### config.mk
export PLATFORM = sky130hd
export DESIGN_NAME = ndt_alu
export DESIGN_NICKNAME = d
export VERILOG_FILES = /design/src/ndt_pkg.sv /design/src/ndt_alu.sv
export SDC_FILE = /design/constraint.sdc
export NUM_CORES = 1
export LEC_CHECK = 0
export ABC_AREA = 1
export ABC_CLOCK_PERIOD_IN_PS = 10500
export BUFFER_PORTS_ARGS = -buffer_cell sky130_fd_sc_hd__buf_4
export CAP_MARGIN = 30
export CORE_ASPECT_RATIO = 0.8
export CORE_MARGIN = 3
export CORE_UTILIZATION = 54
export DETAILED_ROUTE_END_ITERATION = 16
export PLACE_DENSITY_LB_ADDON = 0.25
export SLEW_MARGIN = 25
export SYNTH_ARGS = -nofsm -noshare
export SYNTH_HDL_FRONTEND = slang
export SYNTH_SLANG_ARGS = --single-unit
### constraint.sdc
create_clock -name vclk -period 10.5
set_clock_uncertainty 0.1 [all_clocks]
set_input_delay 0.525 -clock vclk [all_inputs]
set_output_delay 0.525 -clock vclk [all_outputs]
set_load 0.005 [all_outputs]
### src/ndt_pkg.sv
// ----------------------------------------------------------------------------
// Note duration tracker package
// Field widths, item codes, sequencer states and status types shared by the
// note duration tracker, its channel interfaces and its checker.
// ----------------------------------------------------------------------------
package ndt_pkg;

  // Payload field widths of the input and result items.
  localparam int KIND_W     = 2;
  localparam int NOTE_W     = 7;
  localparam int DUR_W      = 32;
  localparam int EL_W       = 32;
  localparam int MASK_W     = 64;
  localparam int WAIT_W     = 32;
  // Both banks together and the index into them.
  localparam int MASK_ALL_W = 2 * MASK_W;
  localparam int MASK_IDX_W = 7;

  // Input item kinds. The fourth code carries no meaning and is dropped.
  localparam logic [KIND_W-1:0] KIND_PLAY  = 2'd0;
  localparam logic [KIND_W-1:0] KIND_SLEEP = 2'd1;
  localparam logic [KIND_W-1:0] KIND_TIME  = 2'd2;

  // Result item kinds.
  localparam logic RK_PLAY   = 1'b0;
  localparam logic RK_EXPIRY = 1'b1;

  // Bank numbers.
  localparam logic BANK_LOW  = 1'b0;
  localparam logic BANK_HIGH = 1'b1;

  // Sequencer states, one-hot.
  typedef enum logic [7:0] {
    ST_IDLE    = 8'b0000_0001,
    ST_PLAY_RD = 8'b0000_0010,
    ST_PLAY_WR = 8'b0000_0100,
    ST_SLEEP   = 8'b0000_1000,
    ST_SWEEP   = 8'b0001_0000,
    ST_RES_PLY = 8'b0010_0000,
    ST_RES_B0  = 8'b0100_0000,
    ST_RES_B1  = 8'b1000_0000
  } state_e;

  // Status flags from the shared countdown unit.
  typedef struct packed {
    logic expired;  // an active countdown just reached zero
    logic any;      // some countdown seen so far is still pending
  } alu_flags_t;

endpackage

### src/ndt_alu.sv
// ----------------------------------------------------------------------------
// Shared countdown unit
// Saturating subtract of the elapsed time from one countdown, expiry test
// and running minimum of the countdowns that stay pending.
// ----------------------------------------------------------------------------
module ndt_alu #(
  parameter int TIME_BITS = 32
) (
  input  logic [TIME_BITS-1:0]    value_i,
  input  logic                    active_i,
  input  logic [ndt_pkg::EL_W-1:0] elapsed_i,
  input  logic [TIME_BITS-1:0]    best_i,
  input  logic                    best_any_i,
  output logic [TIME_BITS-1:0]    result_o,
  output logic [TIME_BITS-1:0]    best_o,
  output ndt_pkg::alu_flags_t     flags_o
);
  import ndt_pkg::*;

  localparam int WIDE = (TIME_BITS > EL_W) ? TIME_BITS : EL_W;

  logic [WIDE-1:0] value_w;
  logic [WIDE-1:0] el_w;
  logic [WIDE-1:0] diff_w;
  logic            live;
  logic            take;

  // Saturating subtract in a width that holds both operands.
  always_comb begin
    value_w  = WIDE'(value_i);
    el_w     = WIDE'(elapsed_i);
    diff_w   = (value_w > el_w) ? (value_w - el_w) : '0;
    result_o = active_i ? diff_w[TIME_BITS-1:0] : '0;
  end

  // Expiry and running minimum of nonzero countdowns.
  always_comb begin
    live            = (result_o != '0);
    take            = live && (!best_any_i || (result_o < best_i));
    best_o          = take ? result_o : best_i;
    flags_o.expired = active_i && !live;
    flags_o.any     = best_any_i || live;
  end

endmodule

# Word level (Yosys, flattened, before mapping)
# Cells that the tools add are included.
[classes]
add_sub_neg = 1
n_lt_le_gt_ge = 2
muxes = 3
reduce_logical = 7
[op_table]
columns = ["cell", "n"]
rows = [
  ["32-bit 2-to-1 mux", 3],
  ["32-bit greater-than comparator", 1],
  ["32-bit less-than comparator", 1],
  ["32-bit nonzero test", 1],
  ["32-bit subtractor", 1],
  ["1-bit logical AND", 2],
  ["1-bit logical NOT", 2],
  ["1-bit logical OR", 2],
]
[word_totals]
ff_bits = 0
in_bits = 98
output_inout_bits = 66
elab_cells = 13

# Longest topological paths before layout
[depth]
depth_word = 7
ltp_mapped = 33
ltp_nobuf = 31

# Worst setup path after synthesis
# OpenSTA, ideal clock, no wires.
[synth_path]
path_kind = "input to output"
from = "input port value_i[0]"
to = "output port best_o[10]"
arrival_ps = 3743
t_required_ps = 9875
setup_slack_ps = 6132
cell_stages = 27
path_buffers = 1
path_cell_list = "inv_1 -> ha_1 -> inv_1 -> fa_1 -> nand2_1 -> nand2_1 -> nand3_1 -> nand2_2 -> nand2_1 -> nand2_2 -> nand2_1 -> nand2_1 -> nand2_2 -> nor2_4 -> o21ai_0 -> a21oi_1 -> ha_1 -> a21oi_1 -> nor2_1 -> a211oi_1 -> o221ai_1 -> a21oi_1 -> nand2_1 -> nand2_1 -> clkbuf_1 -> nand3_1 -> nand2_1"
[synth_via]
elab_chain_cells = 7
word_cells_on_any_way = 9
classes_between = "add/sub: 1; order compare: 2; mux: 3; reduce/logical: 3"
[synth_rtl]
columns = ["item", "line_no", "rtl"]
rows = [
  ["from (decl)", "ndt_alu.sv:9", "input logic [TIME_BITS-1:0] value_i,"],
  ["32-bit subtractor / 32-bit greater-than comparator (equally long branches)", "ndt_alu.sv:32", "diff_w = (value_w > el_w) ? (value_w - el_w) : '0;"],
  ["32-bit 2-to-1 mux (*)", "ndt_alu.sv:32", ""],
  ["32-bit 2-to-1 mux (*)", "ndt_alu.sv:33", "result_o = active_i ? diff_w[TIME_BITS-1:0] : '0;"],
  ["via result_o[17]", "ndt_alu.sv:14", "output logic [TIME_BITS-1:0] result_o,"],
  ["32-bit less-than comparator", "ndt_alu.sv:39", "take = live && (!best_any_i || (result_o < best_i));"],
  ["1-bit logical OR", "ndt_alu.sv:39", ""],
  ["1-bit logical AND (*)", "ndt_alu.sv:39", ""],
  ["32-bit 2-to-1 mux (*)", "ndt_alu.sv:40", "best_o = take ? result_o : best_i;"],
  ["to (decl)", "ndt_alu.sv:15", "output logic [TIME_BITS-1:0] best_o,"],
]
# Mark *: on every way through the listed nets, which the timed path passes. The rest lies on a longest branch.

# Worst setup path after layout
[layout_path]
from = "input port value_i[0]"
to = "output port best_o[14]"
[layout_via]
elab_chain_cells = 7
word_cells_on_any_way = 9
classes_between = "add/sub: 1; order compare: 2; mux: 3; reduce/logical: 3"
[layout_rtl]
columns = ["item", "line_no"]
rows = [
  ["32-bit subtractor / 32-bit greater-than comparator (equally long branches)", "ndt_alu.sv:32"],
  ["32-bit 2-to-1 mux (*)", "ndt_alu.sv:32"],
  ["32-bit 2-to-1 mux (*)", "ndt_alu.sv:33"],
  ["32-bit less-than comparator", "ndt_alu.sv:39"],
  ["1-bit logical OR", "ndt_alu.sv:39"],
  ["1-bit logical AND", "ndt_alu.sv:39"],
  ["32-bit 2-to-1 mux (*)", "ndt_alu.sv:40"],
]
# Every way passes the cells marked *; elsewhere a longest branch is shown, timed or not.

==> impl_metrics.ini <==
[synth]
synth-xor-area-share_pct = 3.65
syn_area_mm2 = 0.00360
syn_nets = 829
synth_compound_area_share_pct = 14.3
synth_top_family_by_area = simple AND/OR/NAND/NOR gates
synthCells = 667
syn_area_per_cell_um2 = 5.40
yosys_warnings = 0
synth-simple-area-share_pct = 44.1
synth_adder_area_share_pct = 22.4
yosysSeqAreaShare_pct = 0
muxShareOfSynthArea_pct = 0
synthDistinctLibCells = 41

[placed_design]
gp_congestion = 0.926
port_buffers = 164
dp_hpwl_mm = 10.4

[clocking]
post-cts-setup-buffers = 0
cts-resized-gates = 0
holdBufCountCts = 0

[pwr]
switchingPower_mw = 0.165
p_seq_share_pct = 0
vdd.ir_drop.worst_mv = 0.0368
powerDensity_mw_per_mm2 = 61.4
power.internal_mw = 0.132
p_leak_nw = 3.10
power.share.clock_pct = 0
sw_frac_of_total_pct = 55.6
power_mw = 0.297
combPwrFrac_pct = 100.0

[global_route]
grt.total_usage_pct = 28.8
grt_pass1_wl_mm = 19.2
overflow = 0
grt_max_degree = 35
antenna_found_initial = 0
grt_pass1_vias = 4253

[sta]
rsz0062_at_grt = false
fin_crit_ps = 5770
worstMarginPinSlew_ps = 747
fin_tns_setup_ps = 0
hold_viol_final = 0
fmax_ghz = 0.173
timing.final.crit_share_pct = 55.0
slew_viol_final = 0
timing.slew.headroom_pct = 50.1
setup_viol = 0

[worst_setup_path]
cp-endpoint = best_o[14]
critPathRequiredTime_ps = 9880
slowest_stage = nand2_1
start_kind = input pin
path_max_fanout = 32
endpoint_kind = output pin
path_class = input pin to output pin
cpPeakStageDelay_ps = 550
cp-startpoint = value_i[0]
worstPathArrival_ps = 5150
cp_common_cell = nand2_1

[floorplan]
core.rowCount = 25
start_util_pct = 58.2
die_y_um = 79.1
die_w_um = 97.3
ios = 164
fp.dieArea_mm2 = 0.00769
core_area_mm2 = 0.00619

[drt]
routed_wl_mm = 11.9
route.vias.total = 4851
drc = 0
wl_per_cell_um = 13.2
dr.first_iter.drc_count = 280
ant_nets = 0
first_pass_iters = 8
vias_per_cell = 5.38

[finish]
drive_gt1_share_pct = 24.0
seq_cells = 0
seqCellArea_um2 = 0
final_common_cell = nand2_1
antenna_cells = 0
num-clock-buffers = 0
nNetsFinal = 985
syn_to_final_growth_pct = 34.6
final_cell_mix = 200 x nand2_1, 164 x buf_4, 120 x inv_1, 63 x nor2_1, 63 x ha_1

[run]
cap_violations = 0

[hold_path]
hold_depth = 4
hp-class = input pin to output pin

[run_status]
status = complete, no violations
-- kinds of logic after synthesis --
group / count (synthesis)
adders and majority gates: 64
AOI/OAI and AO/OA: 89
and+or+nand+nor: 367
xor gates and xnor gates: 15
buffers and inverters: 132
-- power by group through the flow --
| stage | combinational (mW) | sequential (mW) | clock [mW] |
|---|---|---|---|
| after detailed placement | 0.292 | 0 | 0 |
| after CTS | 0.293 | 0 | 0 |
| after global placement | 0.284 | 0 | 0 |
| after floorplan | 0.180 | 0 | 0 |
| after global routing | 0.330 | 0 | 0 |
| final | 0.297 | 0 | 0 |
-- through the flow --
step                      setup slack [ps]  instance area [µm²]  utilization [%]  hold WS [ps]  std cells
after global placement                4670                 4840             78.1          1220        901
after global routing                  4320                 4850             78.3          1230        902
final                                 4730                 4850             78.3          1220        902
after CTS                             4830                 4850             78.3          1220        902
after detailed placement              4840                 4850             78.3          1220        902
after floorplan                       6130                 3600                -          1040        667
-- worst min-delay path by stage --
stage	end	from	slack [ps]
floorplan	best_o[10]	best_i[10]	1040
global placement	best_o[29]	best_i[29]	1220
detailed placement	best_o[25]	best_i[25]	1220
CTS	best_o[25]	best_i[25]	1220
global route	best_o[3]	best_i[3]	1230
finish	best_o[4]	best_i[4]	1220
-- layout make-up --
class	instances	area, µm²
Inverter	121	457
Multi-Input combinational cell	535	3050
Fill cell	487	1350
Timing Repair Buffer	165	1240
Tap cell	81	101
-- cell usage after synthesis, types with 3 or more instances --
cell / count / share of area [%]
a31oi_1: 3 / 0.52
nand2_2: 14 / 2.4
nor2_1: 63 / 6.6
xnor2_1: 5 / 1.2
a211oi_1: 4 / 0.83
nand2_1: 200 / 21
nor4_1: 5 / 0.87
buf_2: 5 / 0.69
o21ai_0: 15 / 2.1
ha_1: 63 / 22
nand4_1: 6 / 1.0
nor3_1: 6 / 0.83
xor2_1: 10 / 2.4
nor2_2: 7 / 1.2
nand3_1: 52 / 7.2
or2_2: 5 / 0.87
inv_1: 120 / 13
o221ai_1: 4 / 0.97
a21oi_1: 47 / 6.5
a21o_1: 3 / 0.63
o21a_1: 6 / 1.3
-- critical path, delay by kind of cell --
| kind | cells | cell delay (ps) |
|---|---|---|
| adders and majority gates | 3 | 750 |
| buffers and inverters | 4 | 340 |
| AOI/OAI and AO/OA | 6 | 1220 |
| and+or+nand+nor | 16 | 2290 |
-- routing by layer --
| metal | global-route usage, % | part of all wire, % | routed length (µm) |
|---|---|---|---|
| met1 | 39.9 | 45 | 5330 |
| met2 | 49.5 | 44 | 5230 |
| met3 | 2.37 | 9.5 | 1120 |
| met4 | 4.98 | 1.8 | 211 |
| met5 | 0 | 0 | 0 |
Note: power is estimated with default switching activity, not from simulation.
